File: config.mk
export PLATFORM = sky130hd
export DESIGN_NAME = signed_euclidean_divider
export DESIGN_NICKNAME = d
export VERILOG_FILES = /design/src/sv/sed_pkg.sv /design/src/sv/sed_cell.sv /design/src/sv/sed_chain.sv /design/src/sv/signed_euclidean_divider.sv
export SDC_FILE = /design/constraint.sdc
export NUM_CORES = 1
export LEC_CHECK = 0
export BUFFER_PORTS_ARGS = -buffer_cell sky130_fd_sc_hd__buf_2
export CAP_MARGIN = 40
export CELL_PAD_IN_SITES_DETAIL_PLACEMENT = 0
export CELL_PAD_IN_SITES_GLOBAL_PLACEMENT = 2
export CORE_MARGIN = 8
export CORE_UTILIZATION = 40
export DETAILED_ROUTE_END_ITERATION = 7
export PLACE_DENSITY_LB_ADDON = 0.08
export SLEW_MARGIN = 0
export SYNTH_ARGS = -nofsm -noshare
export SYNTH_HDL_FRONTEND = slang
export SYNTH_SLANG_ARGS = --single-unit
File: constraint.sdc
create_clock -name clock -period 20.7 [get_ports clock]
set_clock_uncertainty 0.05 [all_clocks]
set_input_delay 0 -clock clock [delete_from_list [all_inputs] [get_ports clock]]
set_output_delay 0 -clock clock [all_outputs]
set_load 0.02 [all_outputs]
File: src/sv/sed_pkg.sv
`default_nettype none

package sed_pkg;

   // operand width and derived sizes
   localparam int DATA_WIDTH = 32;
   localparam int CNT_WIDTH  = (DATA_WIDTH > 1) ? $clog2(DATA_WIDTH) : 1;
   localparam logic [CNT_WIDTH-1:0] LAST_STEP = CNT_WIDTH'(DATA_WIDTH - 1);

   // sequencer states
   typedef enum logic [1:0] {
      ST_IDLE,
      ST_DIV,
      ST_FIX
   } sed_state_type;

   // control shared by every slice of the divider row
   typedef struct packed {
      logic load;
      logic step;
   } sed_cell_ctrl_type;

endpackage

`default_nettype wire

File: src/sv/sed_cell.sv
`default_nettype none

module sed_cell (
   input  wire                        clock,
   input  wire sed_pkg::sed_cell_ctrl_type ctrl,
   input  wire                        load_q,
   input  wire                        load_d,
   input  wire                        t_in,
   input  wire                        q_shift_in,
   input  wire                        borrow_in,
   input  wire                        sel,
   output logic                       r_out,
   output logic                       q_out,
   output logic                       d_out,
   output logic                       borrow_out
);
   import sed_pkg::*;

   logic r_ff, r_in;
   logic q_ff, q_in;
   logic d_ff, d_in;
   logic diff;

   // one bit of the trial subtraction, borrow ripples to the next slice
   always_comb begin
      diff       = t_in ^ d_ff ^ borrow_in;
      borrow_out = (~t_in & d_ff) | (~(t_in ^ d_ff) & borrow_in);
   end

   // next value of the remainder, dividend/quotient and divisor bits
   always_comb begin
      r_in = r_ff;
      q_in = q_ff;
      d_in = d_ff;
      if (ctrl.load) begin
         r_in = 1'b0;
         q_in = load_q;
         d_in = load_d;
      end else if (ctrl.step) begin
         r_in = sel ? diff : t_in;
         q_in = q_shift_in;
      end
   end

   always_ff @(posedge clock) begin
      r_ff <= r_in;
      q_ff <= q_in;
      d_ff <= d_in;
   end

   assign r_out = r_ff;
   assign q_out = q_ff;
   assign d_out = d_ff;

endmodule

`default_nettype wire

File: src/sv/sed_chain.sv
`default_nettype none

module sed_chain (
   input  wire                              clock,
   input  wire sed_pkg::sed_cell_ctrl_type  ctrl,
   input  wire [sed_pkg::DATA_WIDTH-1:0]    load_dividend,
   input  wire [sed_pkg::DATA_WIDTH-1:0]    load_divisor,
   output logic [sed_pkg::DATA_WIDTH-1:0]   quo,
   output logic [sed_pkg::DATA_WIDTH-1:0]   rem,
   output logic [sed_pkg::DATA_WIDTH-1:0]   div
);
   import sed_pkg::*;

   logic [DATA_WIDTH-1:0] r_bits;
   logic [DATA_WIDTH-1:0] q_bits;
   logic [DATA_WIDTH-1:0] d_bits;
   logic [DATA_WIDTH:0]   borrow;
   logic                  qbit;

   // subtract when the shifted remainder is not below the divisor
   assign borrow[0] = 1'b0;
   assign qbit      = r_bits[DATA_WIDTH-1] | ~borrow[DATA_WIDTH];

   // row of bit slices, each shifting into its upper neighbour
   for (genvar i = 0; i < DATA_WIDTH; i++) begin : g_slice
      logic t_bit;
      logic q_bit_in;
      if (i == 0) begin : g_low
         assign t_bit    = q_bits[DATA_WIDTH-1];
         assign q_bit_in = qbit;
      end else begin : g_up
         assign t_bit    = r_bits[i-1];
         assign q_bit_in = q_bits[i-1];
      end
      sed_cell u_slice (
         .clock      (clock),
         .ctrl       (ctrl),
         .load_q     (load_dividend[i]),
         .load_d     (load_divisor[i]),
         .t_in       (t_bit),
         .q_shift_in (q_bit_in),
         .borrow_in  (borrow[i]),
         .sel        (qbit),
         .r_out      (r_bits[i]),
         .q_out      (q_bits[i]),
         .d_out      (d_bits[i]),
         .borrow_out (borrow[i+1])
      );
   end

   assign quo = q_bits;
   assign rem = r_bits;
   assign div = d_bits;

endmodule

`default_nettype wire

File: src/sv/signed_euclidean_divider.sv
`default_nettype none

// channel   direction  handshake           payload
// req_      in         req_valid/req_stall dividend, divisor (signed)
// rsp_      out        rsp_valid/rsp_stall quotient, remainder, divide_by_zero,
//                                          quotient_overflow
//
// a word loads the row of bit slices at its acceptance edge; DATA_WIDTH
// shift/subtract steps and a sign correction state follow, which waits for a
// free output register and writes it, so rsp_valid rises. one word is in the
// divider at a time; a new word is taken only once the sequencer is idle.
// reset is synchronous and active high; it clears the sequencer and rsp_valid.
// a stalled result holds in the output register while the next word is taken.

module signed_euclidean_divider (
   input  wire                                   clock,
   input  wire                                   reset,
   input  wire                                   req_valid,
   output logic                                  req_stall,
   input  wire signed [sed_pkg::DATA_WIDTH-1:0]  req_dividend,
   input  wire signed [sed_pkg::DATA_WIDTH-1:0]  req_divisor,
   output logic                                  rsp_valid,
   input  wire                                   rsp_stall,
   output logic signed [sed_pkg::DATA_WIDTH-1:0] rsp_quotient,
   output logic [sed_pkg::DATA_WIDTH-2:0]        rsp_remainder,
   output logic                                  rsp_divide_by_zero,
   output logic                                  rsp_quotient_overflow
);
   import sed_pkg::*;

   localparam logic [DATA_WIDTH:0]   HALF     = (DATA_WIDTH+1)'(1) << (DATA_WIDTH - 1);
   localparam logic [DATA_WIDTH-1:0] MOST_NEG = DATA_WIDTH'(1) << (DATA_WIDTH - 1);
   localparam logic [DATA_WIDTH-1:0] MOST_POS = ~MOST_NEG;

   sed_state_type state_ff, state_in;
   logic [CNT_WIDTH-1:0] cnt_ff, cnt_in;
   logic a_neg_ff, d_neg_ff, dz_ff;
   logic rsp_valid_ff, rsp_valid_in;
   logic [DATA_WIDTH-1:0] rsp_quotient_ff;
   logic [DATA_WIDTH-2:0] rsp_remainder_ff;
   logic rsp_dz_ff, rsp_ovf_ff;

   logic req_accept, rsp_free, rsp_write;
   sed_cell_ctrl_type ctrl;
   logic [DATA_WIDTH-1:0] ua, ud;
   logic [DATA_WIDTH-1:0] qm, rm, dm;

   logic                  inc, q_neg, ovf;
   logic [DATA_WIDTH:0]   mag;
   logic [DATA_WIDTH-1:0] q_fix, r_fix;

   assign req_accept = req_valid & ~req_stall;
   assign rsp_free   = ~rsp_valid_ff | ~rsp_stall;

   // operand magnitudes
   always_comb begin
      ua = req_dividend[DATA_WIDTH-1] ? (DATA_WIDTH'(0) - req_dividend) : req_dividend;
      ud = req_divisor[DATA_WIDTH-1]  ? (DATA_WIDTH'(0) - req_divisor)  : req_divisor;
   end

   // next state
   always_comb begin
      state_in = state_ff;
      case (state_ff)
         ST_IDLE: if (req_accept) state_in = ST_DIV;
         ST_DIV:  if (cnt_ff == LAST_STEP) state_in = ST_FIX;
         ST_FIX:  if (rsp_free) state_in = ST_IDLE;
         default: state_in = ST_IDLE;
      endcase
   end

   // sequencer outputs
   always_comb begin
      req_stall = 1'b1;
      ctrl.load = 1'b0;
      ctrl.step = 1'b0;
      rsp_write = 1'b0;
      case (state_ff)
         ST_IDLE: begin
            req_stall = 1'b0;
            ctrl.load = req_valid;
         end
         ST_DIV:  ctrl.step = 1'b1;
         ST_FIX:  rsp_write = rsp_free;
         default: req_stall = 1'b1;
      endcase
   end

   // step counter
   always_comb begin
      cnt_in = cnt_ff;
      if (req_accept)
         cnt_in = '0;
      else if (state_ff == ST_DIV)
         cnt_in = cnt_ff + CNT_WIDTH'(1);
   end

   always_ff @(posedge clock) begin
      if (reset) begin
         state_ff <= ST_IDLE;
      end else begin
         state_ff <= state_in;
      end
   end

   always_ff @(posedge clock) begin
      cnt_ff <= cnt_in;
      if (req_accept) begin
         a_neg_ff <= req_dividend[DATA_WIDTH-1];
         d_neg_ff <= req_divisor[DATA_WIDTH-1];
         dz_ff    <= (req_divisor == '0);
      end
   end

   // unsigned restoring division in the row of bit slices
   sed_chain u_chain (
      .clock         (clock),
      .ctrl          (ctrl),
      .load_dividend (ua),
      .load_divisor  (ud),
      .quo           (qm),
      .rem           (rm),
      .div           (dm)
   );

   // euclidean sign correction and saturation
   always_comb begin
      inc   = a_neg_ff & (rm != '0);
      mag   = {1'b0, qm} + (DATA_WIDTH+1)'(inc);
      q_neg = (a_neg_ff ^ d_neg_ff) & (mag != '0);
      r_fix = inc ? (dm - rm) : rm;
      if (q_neg) begin
         ovf   = (mag > HALF);
         q_fix = inc ? ~qm : (DATA_WIDTH'(0) - qm);
         if (ovf) q_fix = MOST_NEG;
      end else begin
         ovf   = (mag >= HALF);
         q_fix = mag[DATA_WIDTH-1:0];
         if (ovf) q_fix = MOST_POS;
      end
      if (ovf) r_fix = '0;
      if (dz_ff) begin
         ovf   = 1'b0;
         q_fix = '0;
         r_fix = '0;
      end
   end

   // output register
   always_comb begin
      rsp_valid_in = rsp_valid_ff;
      if (rsp_write)
         rsp_valid_in = 1'b1;
      else if (~rsp_stall)
         rsp_valid_in = 1'b0;
   end

   always_ff @(posedge clock) begin
      if (reset) begin
         rsp_valid_ff <= 1'b0;
      end else begin
         rsp_valid_ff <= rsp_valid_in;
      end
   end

   always_ff @(posedge clock) begin
      if (rsp_write) begin
         rsp_quotient_ff  <= q_fix;
         rsp_remainder_ff <= r_fix[DATA_WIDTH-2:0];
         rsp_dz_ff        <= dz_ff;
         rsp_ovf_ff       <= ovf;
      end
   end

   assign rsp_valid             = rsp_valid_ff;
   assign rsp_quotient          = $signed(rsp_quotient_ff);
   assign rsp_remainder         = rsp_remainder_ff;
   assign rsp_divide_by_zero    = rsp_dz_ff;
   assign rsp_quotient_overflow = rsp_ovf_ff;

endmodule

`default_nettype wire

==> impl_metrics.ini, run 1 <==
[clocking]
cts_buffer_depth = 2
htree_levels = 4
clock_sinks = 172
clk_latency_ns = 0.44
clock-root-buffer = clkbuf_16
cts.clk_slew.worst_paths_ns = 0.08
cts_resized = 0
cts_tree = yes
cts_buffers = 17

[layout]
antenna_cells = 0
fill_cells = 2945
multi_input_area_um2 = 7023
drive_above_1_share_pct = 13.78
fin_nets = 1671
regArea_um2 = 4765
area_growth_pct = 18.55
fin_cells = 1942
post-route-util_pct = 47.94

[timing]
slew-limit-headroom_pct = 40.36
setup_viol_count_final = 0
worstMarginPinSlew_ns = 0.8871
rsz0062_at_grt = no
final-hold-violation-count = 0
fin_setup_tns_ns = 0
fin_crit_sh_pct = 67.00
timing.fmax_ghz = 0.07211
drv_slew = 0
period_needed_ns = 13.87
layout_setup_ws_ns = 6.832

[place]
dp_hpwl_mm = 27.14
portBuffers = 134
dp_cells = 1835
gp_congestion = 0.8533
pre_cts_ws_ns = 6.840

[critical_path]
crit_top_cell = fa_1
critical_path_arrival_ns = 14.18
critPathRequiredTime_ns = 21.02
cp-end-kind = flop
critPathLaunchType = flop
cp_max_fo = 63
slowest_stage = edfxtp_1
path_class = reg -> reg
max_stage_delay_ns = 0.48

[detailed_routing]
drc = 0
avgViaCountPerCell = 5.555
wl_per_cell_um = 18.86
vias = 10790
dr.pass1.iters = 5
wl_mm = 36.62
drt.antenna.violating_nets = 0
drt_iter0_drc = 798

[synth]
ys_ff_latch = 172
ys_top_cells_by_count = 135 x nor2_1, 134 x nand2_1, 132 x edfxtp_1
ys_seq_area_share_pct = 38.62
async_reset_ff_share_pct = 0
ys.flop_type = edfxtp_1
synthMostInstantiatedCell = nor2_1
synth_edf_count = 132
synth_top_area_share_pct = 32.13
yosys_warnings = 0
synthTopCellsByArea = edfxtp_1 32%, dfxtp_1 6.5%, fa_1 5.2%
synth.cell_area_um2 = 12340
synth.net_count = 1518
synth.largest_area_cell = edfxtp_1
yosysUniqueCellTypes = 75
avgSynthCellArea_um2 = 8.941
synth_cells = 1380

[floorplan]
num_io_pins = 135
start_util_pct = 40.44
fp.dieW_um = 191.6
die_area_um2 = 36720
rows = 64
core_area_um2 = 30510
dieHeight_um = 191.6

[grt]
grt_pass1_wl_mm = 58.61
grt_pass1_vias = 10190
grt_util_all_layers_pct = 20.14
grt_overflow = 0
antenna_found_initial = 0
grt_max_degree = 68

[pwr]
ir_drop_uv = 115.0
power.density_nw_per_um2 = 113.0
total_power_mw = 1.653
cellLeakagePower_nw = 5.166

[worst_hold_path]
min_path_type = in -> reg

[job]
maxCapViolCount = 0

[run_status]
status = finished, final reports clean
-- critical path, delay by kind of cell, from the launching register on --
kind,cells,cell delay [ns]
AOI/OAI and AO/OA,2,0.22
and+or+nand+nor,2,0.31
buffers and inverters,4,0.54
DFF,1,0.48
adders and majority gates,32,12.18
-- logic make-up after synthesis --
logic type | after synthesis | share of synthesized area, %
multiplexers | 5 | 0.4360
AO/OA/AOI/OAI | 356 | 18.09
adder cells (fa/ha/maj) | 70 | 9.046
buffers and inverters | 148 | 4.776
AND/OR/NAND/NOR | 513 | 20.80
XOR/XNOR | 116 | 8.234
flip-flops | 172 | 38.62
-- power by group --
| group | switching [mW] | internal [mW] | leakage (nW) |
|---|---|---|---|
| Combinational | 0.501 | 0.307 | 3.30 |
| Sequential | 0.0822 | 0.438 | 1.58 |
| Clock | 0.162 | 0.164 | 0.293 |
-- routing by layer --
metal  track usage [%]  up-vias  wire, µm
met5                 0        -         0
met4             4.352        0       430
met3             3.341       25      2170
met2             28.34      320     15050
met1             31.49     5088     18970
li1                  -     5354         -
-- registers in the layout, indices dropped and copies added (netlist names) --
| name | flops |
|---|---|
| rsp_valid | 1 |
| rsp_quotient | 32 |
| a_neg_ff | 1 |
| dz_ff | 1 |
| cnt_ff | 5 |
| d_neg_ff | 1 |
| state_ff | 2 |
| u_chain.g_slice.u_slice.d_out | 32 |
| rsp_quotient_overflow | 1 |
| u_chain.g_slice.u_slice.q_out | 32 |
| rsp_remainder | 31 |
| rsp_divide_by_zero | 1 |
| u_chain.g_slice.u_slice.r_out | 32 |
-- final timing paths --
path	from	to	slack [ns]	cells after the start
hold reg to reg	cnt_ff[4]	cnt_ff[4]	0.43	2
hold / removal	req_dividend[16]	u_chain.g_slice[16].u_slice.q_out	0.02	3
setup / recovery	u_chain.g_slice[31].u_slice.q_out	u_chain.g_slice[8].u_slice.r_out	6.83	40
setup reg to reg	u_chain.g_slice[31].u_slice.q_out	u_chain.g_slice[8].u_slice.r_out	6.83	40
-- through the flow --
| step | area [µm²] | hold slack [ns] |
|---|---|---|
| global route | 14630 | 0.02037 |
| finish | 14630 | 0.01936 |
| global placement | 13270 | 0.1543 |
| floorplan | 12340 | 0.01907 |
| detailed placement | 13280 | 0.1512 |
| CTS | 14630 | 0.005274 |
-- area by class of cell --
type / instances / area share (%)
inverter: 60 / 1.540
timing repair buffer: 222 / 10.38
clock buffer: 17 / 2.908
tap: 396 / 3.388
clock inverter: 15 / 1.189
multi-input combinational: 1060 / 48.02
sequential: 172 / 32.57
-- layout by cell type (no fill, tap or decap), types with 15 or more instances in the layout --
cell type,instances
fa_1,32
edfxtp_1,132
a21oi_1,91
xnor2_1,66
o31ai_1,23
dlygate4sd3_1,75
nor4_1,24
or4_1,20
o21ai_0,115
nand2_1,133
inv_1,58
a31oi_1,17
ha_1,38
nand3_1,61
nand4_1,16
xor2_1,50
or3_1,15
dfxtp_1,40
nor2_1,135
clkbuf_16,17
buf_2,134
nor3_1,28
-- timing repair --
item                      in CTS  in global routing
buffers inserted               0                  0
hold endpoints to repair      74                  0
hold buffers                  75                  0
Note: power is estimated with default switching activity, not from simulation.
==> run 2, diff against run 1 <==
--- a/config.mk
+++ b/config.mk
@@ -10,7 +10,7 @@
 export CELL_PAD_IN_SITES_DETAIL_PLACEMENT = 0
 export CELL_PAD_IN_SITES_GLOBAL_PLACEMENT = 2
 export CORE_MARGIN = 8
-export CORE_UTILIZATION = 40
+export CORE_UTILIZATION = 34
 export DETAILED_ROUTE_END_ITERATION = 7
 export PLACE_DENSITY_LB_ADDON = 0.08
 export SLEW_MARGIN = 0
==> constraint.sdc (replaced) <==
create_clock -name clock -period 12.2 [get_ports clock]
set_clock_uncertainty 0.05 [all_clocks]
set_input_delay 0 -clock clock [delete_from_list [all_inputs] [get_ports clock]]
set_output_delay 0 -clock clock [all_outputs]
set_load 0.02 [all_outputs]
==> impl_metrics.ini, run 2 (same netlist as run 1, synthesis figures left out) <==
[worst_hold_path]
min_from = req_dividend[31]
hold_path_depth = 1
min_path_type = in -> reg

[clocking]
cts_buffer_depth = 2
clk_latency_ns = 0.44
clock-root-buffer = clkbuf_16
clock_sinks = 172
htree_levels = 4
cts.clk_slew.worst_paths_ns = 0.07
cts_buffers = 17
cts_tree = yes

[timing]
drv_slew = 0
fin_setup_tns_ns = -0.02105
final-hold-violation-count = 0
rsz0062_at_grt = yes
timing.fmax_ghz = 0.08189
layout_setup_ws_ns = -0.01094
setup_viol_count_final = 3
period_needed_ns = 12.21
worstMarginPinSlew_ns = 0.7794
fin_crit_sh_pct = 100.1
slew-limit-headroom_pct = 47.61

[detailed_routing]
wl_mm = 39.57
drt.antenna.violating_nets = 0
drc = 0
vias = 10830
avgViaCountPerCell = 5.339
wl_per_cell_um = 19.51
drt_iter0_drc = 812
dr.pass1.iters = 5

[critical_path]
cp_max_fo = 17
r2r_start = u_chain.g_slice[0].u_slice.d_out
critPathLaunchType = flop
critical_path_arrival_ns = 12.46
cp-end-kind = flop
slowest_stage = edfxtp_1
path_class = reg -> reg
max_stage_delay_ns = 0.41
critPathRequiredTime_ns = 12.45
critPathLaunch = u_chain.g_slice[0].u_slice.d_out
reg2regPathDepth = 38
crit_top_cell = fa_2

[floorplan]
rows = 69
num_io_pins = 135
die_area_um2 = 42640
core_area_um2 = 35660
dieHeight_um = 206.5
start_util_pct = 34.60
fp.dieW_um = 206.5

[grt]
grt_util_all_layers_pct = 18.73
grt_pass1_wl_mm = 62.20
antenna_found_initial = 0
grt_max_degree = 68
grt_pass1_vias = 10610
grt_overflow = 0

[place]
dpl-instance-area_um2 = 13530
gp_congestion = 0.8301
dp_hpwl_mm = 29.04
portBuffers = 134
pre_cts_ws_ns = -0.2830

[job]
maxCapViolCount = 0

[pwr]
cellLeakagePower_nw = 5.326
ir_drop_uv = 213.3
total_power_mw = 3.005
power.density_nw_per_um2 = 198.4

[layout]
antenna_cells = 0
finalInstanceArea_um2 = 15140
drive_above_1_share_pct = 18.12
layout_common_cells = 135 x buf_2, 133 x nand2_1, 132 x edfxtp_1
final_common_cell = buf_2
fill_cells = 3587
area_growth_pct = 22.75
fin_nets = 1692

[run_status]
status = finished with violations
violations = negative setup slack
==> run 2: changes by cell type in the layout (fill, tap and decap cells not counted), moves of 6 or more <==
cell / previous run / this run
fa_1: 32 / 1
fa_2: 0 / 31
a21oi_1: 91 / 79
a21oi_2: 0 / 12
o21ai_0: 115 / 104
nor2_1: 135 / 125
nor2_2: 1 / 11
o21ai_1: 0 / 10
dlygate4sd3_1: 75 / 82
buf_4: 13 / 19
clkbuf_16: 17 / 23
==> run 2: routing by layer <==
metal	up-vias	routed length [µm]	global-route usage, %
li1	5384	-	-
met1	5160	21160	29.17
met2	262	16110	26.47
met3	22	1959	2.994
met4	0	342	3.958
met5	-	0	0
==> run 2: timing repair <==
item,CTS,global route
pin swaps,1,3
gates resized for setup,10,35
gates cloned,0,3
buffers inserted,0,0
hold buffers,82,0
endpoints found under the hold margin,67,0
endpoints found under the setup margin,33,33
==> run 2: cell type report <==
class                      instances  area (µm²)  share of cell area (%)
timing repair buffer             243        1780                   11.76
clock inverter                     8       63.81                  0.4213
inverter                          60       225.2                   1.487
sequential                       172        4765                   31.46
tap                              461       576.8                   3.809
multi-input combinational       1060        7177                   47.39
clock buffer                      24       556.8                   3.676
==> run 2: path summary, 6_finish.rpt <==
check | to | slack, ns
max | u_chain.g_slice[23].u_slice.r_out | -0.01
min reg2reg | cnt_ff[4] | 0.43
max reg2reg | u_chain.g_slice[23].u_slice.r_out | -0.01
min | a_neg_ff | 0.03
==> run 2: critical path: cells and delay by family (launching register included) <==
| kind | cells | cell delay (ns) |
|---|---|---|
| AOI/OAI and AO/OA | 2 | 0.21 |
| and+or+nand+nor | 1 | 0.19 |
| DFF | 1 | 0.41 |
| adders and majority gates | 32 | 10.85 |
| buffers and inverters | 3 | 0.29 |
==> run 2: report_power, final <==
group / total (mW) / internal (mW) / leakage (nW) / switching [mW]
clock: 0.570 / 0.324 / 0.310 / 0.246
sequential: 0.881 / 0.743 / 1.58 / 0.138
combinational: 1.55 / 0.617 / 3.44 / 0.936
total: 3.00 / 1.68 / 5.33 / 1.32
==> run 2: through the flow <==
| step | hold WS [ns] | util (%) | std cells |
|---|---|---|---|
| after CTS | 0.001636 | 42.04 | 2024 |
| after global routing | 0.03564 | 42.47 | 2028 |
| after floorplan | 0.01907 | - | 1380 |
| after detailed placement | 0.1500 | 37.93 | 1910 |
| after global placement | 0.1542 | 37.84 | 1907 |
| final | 0.03388 | 42.47 | 2028 |
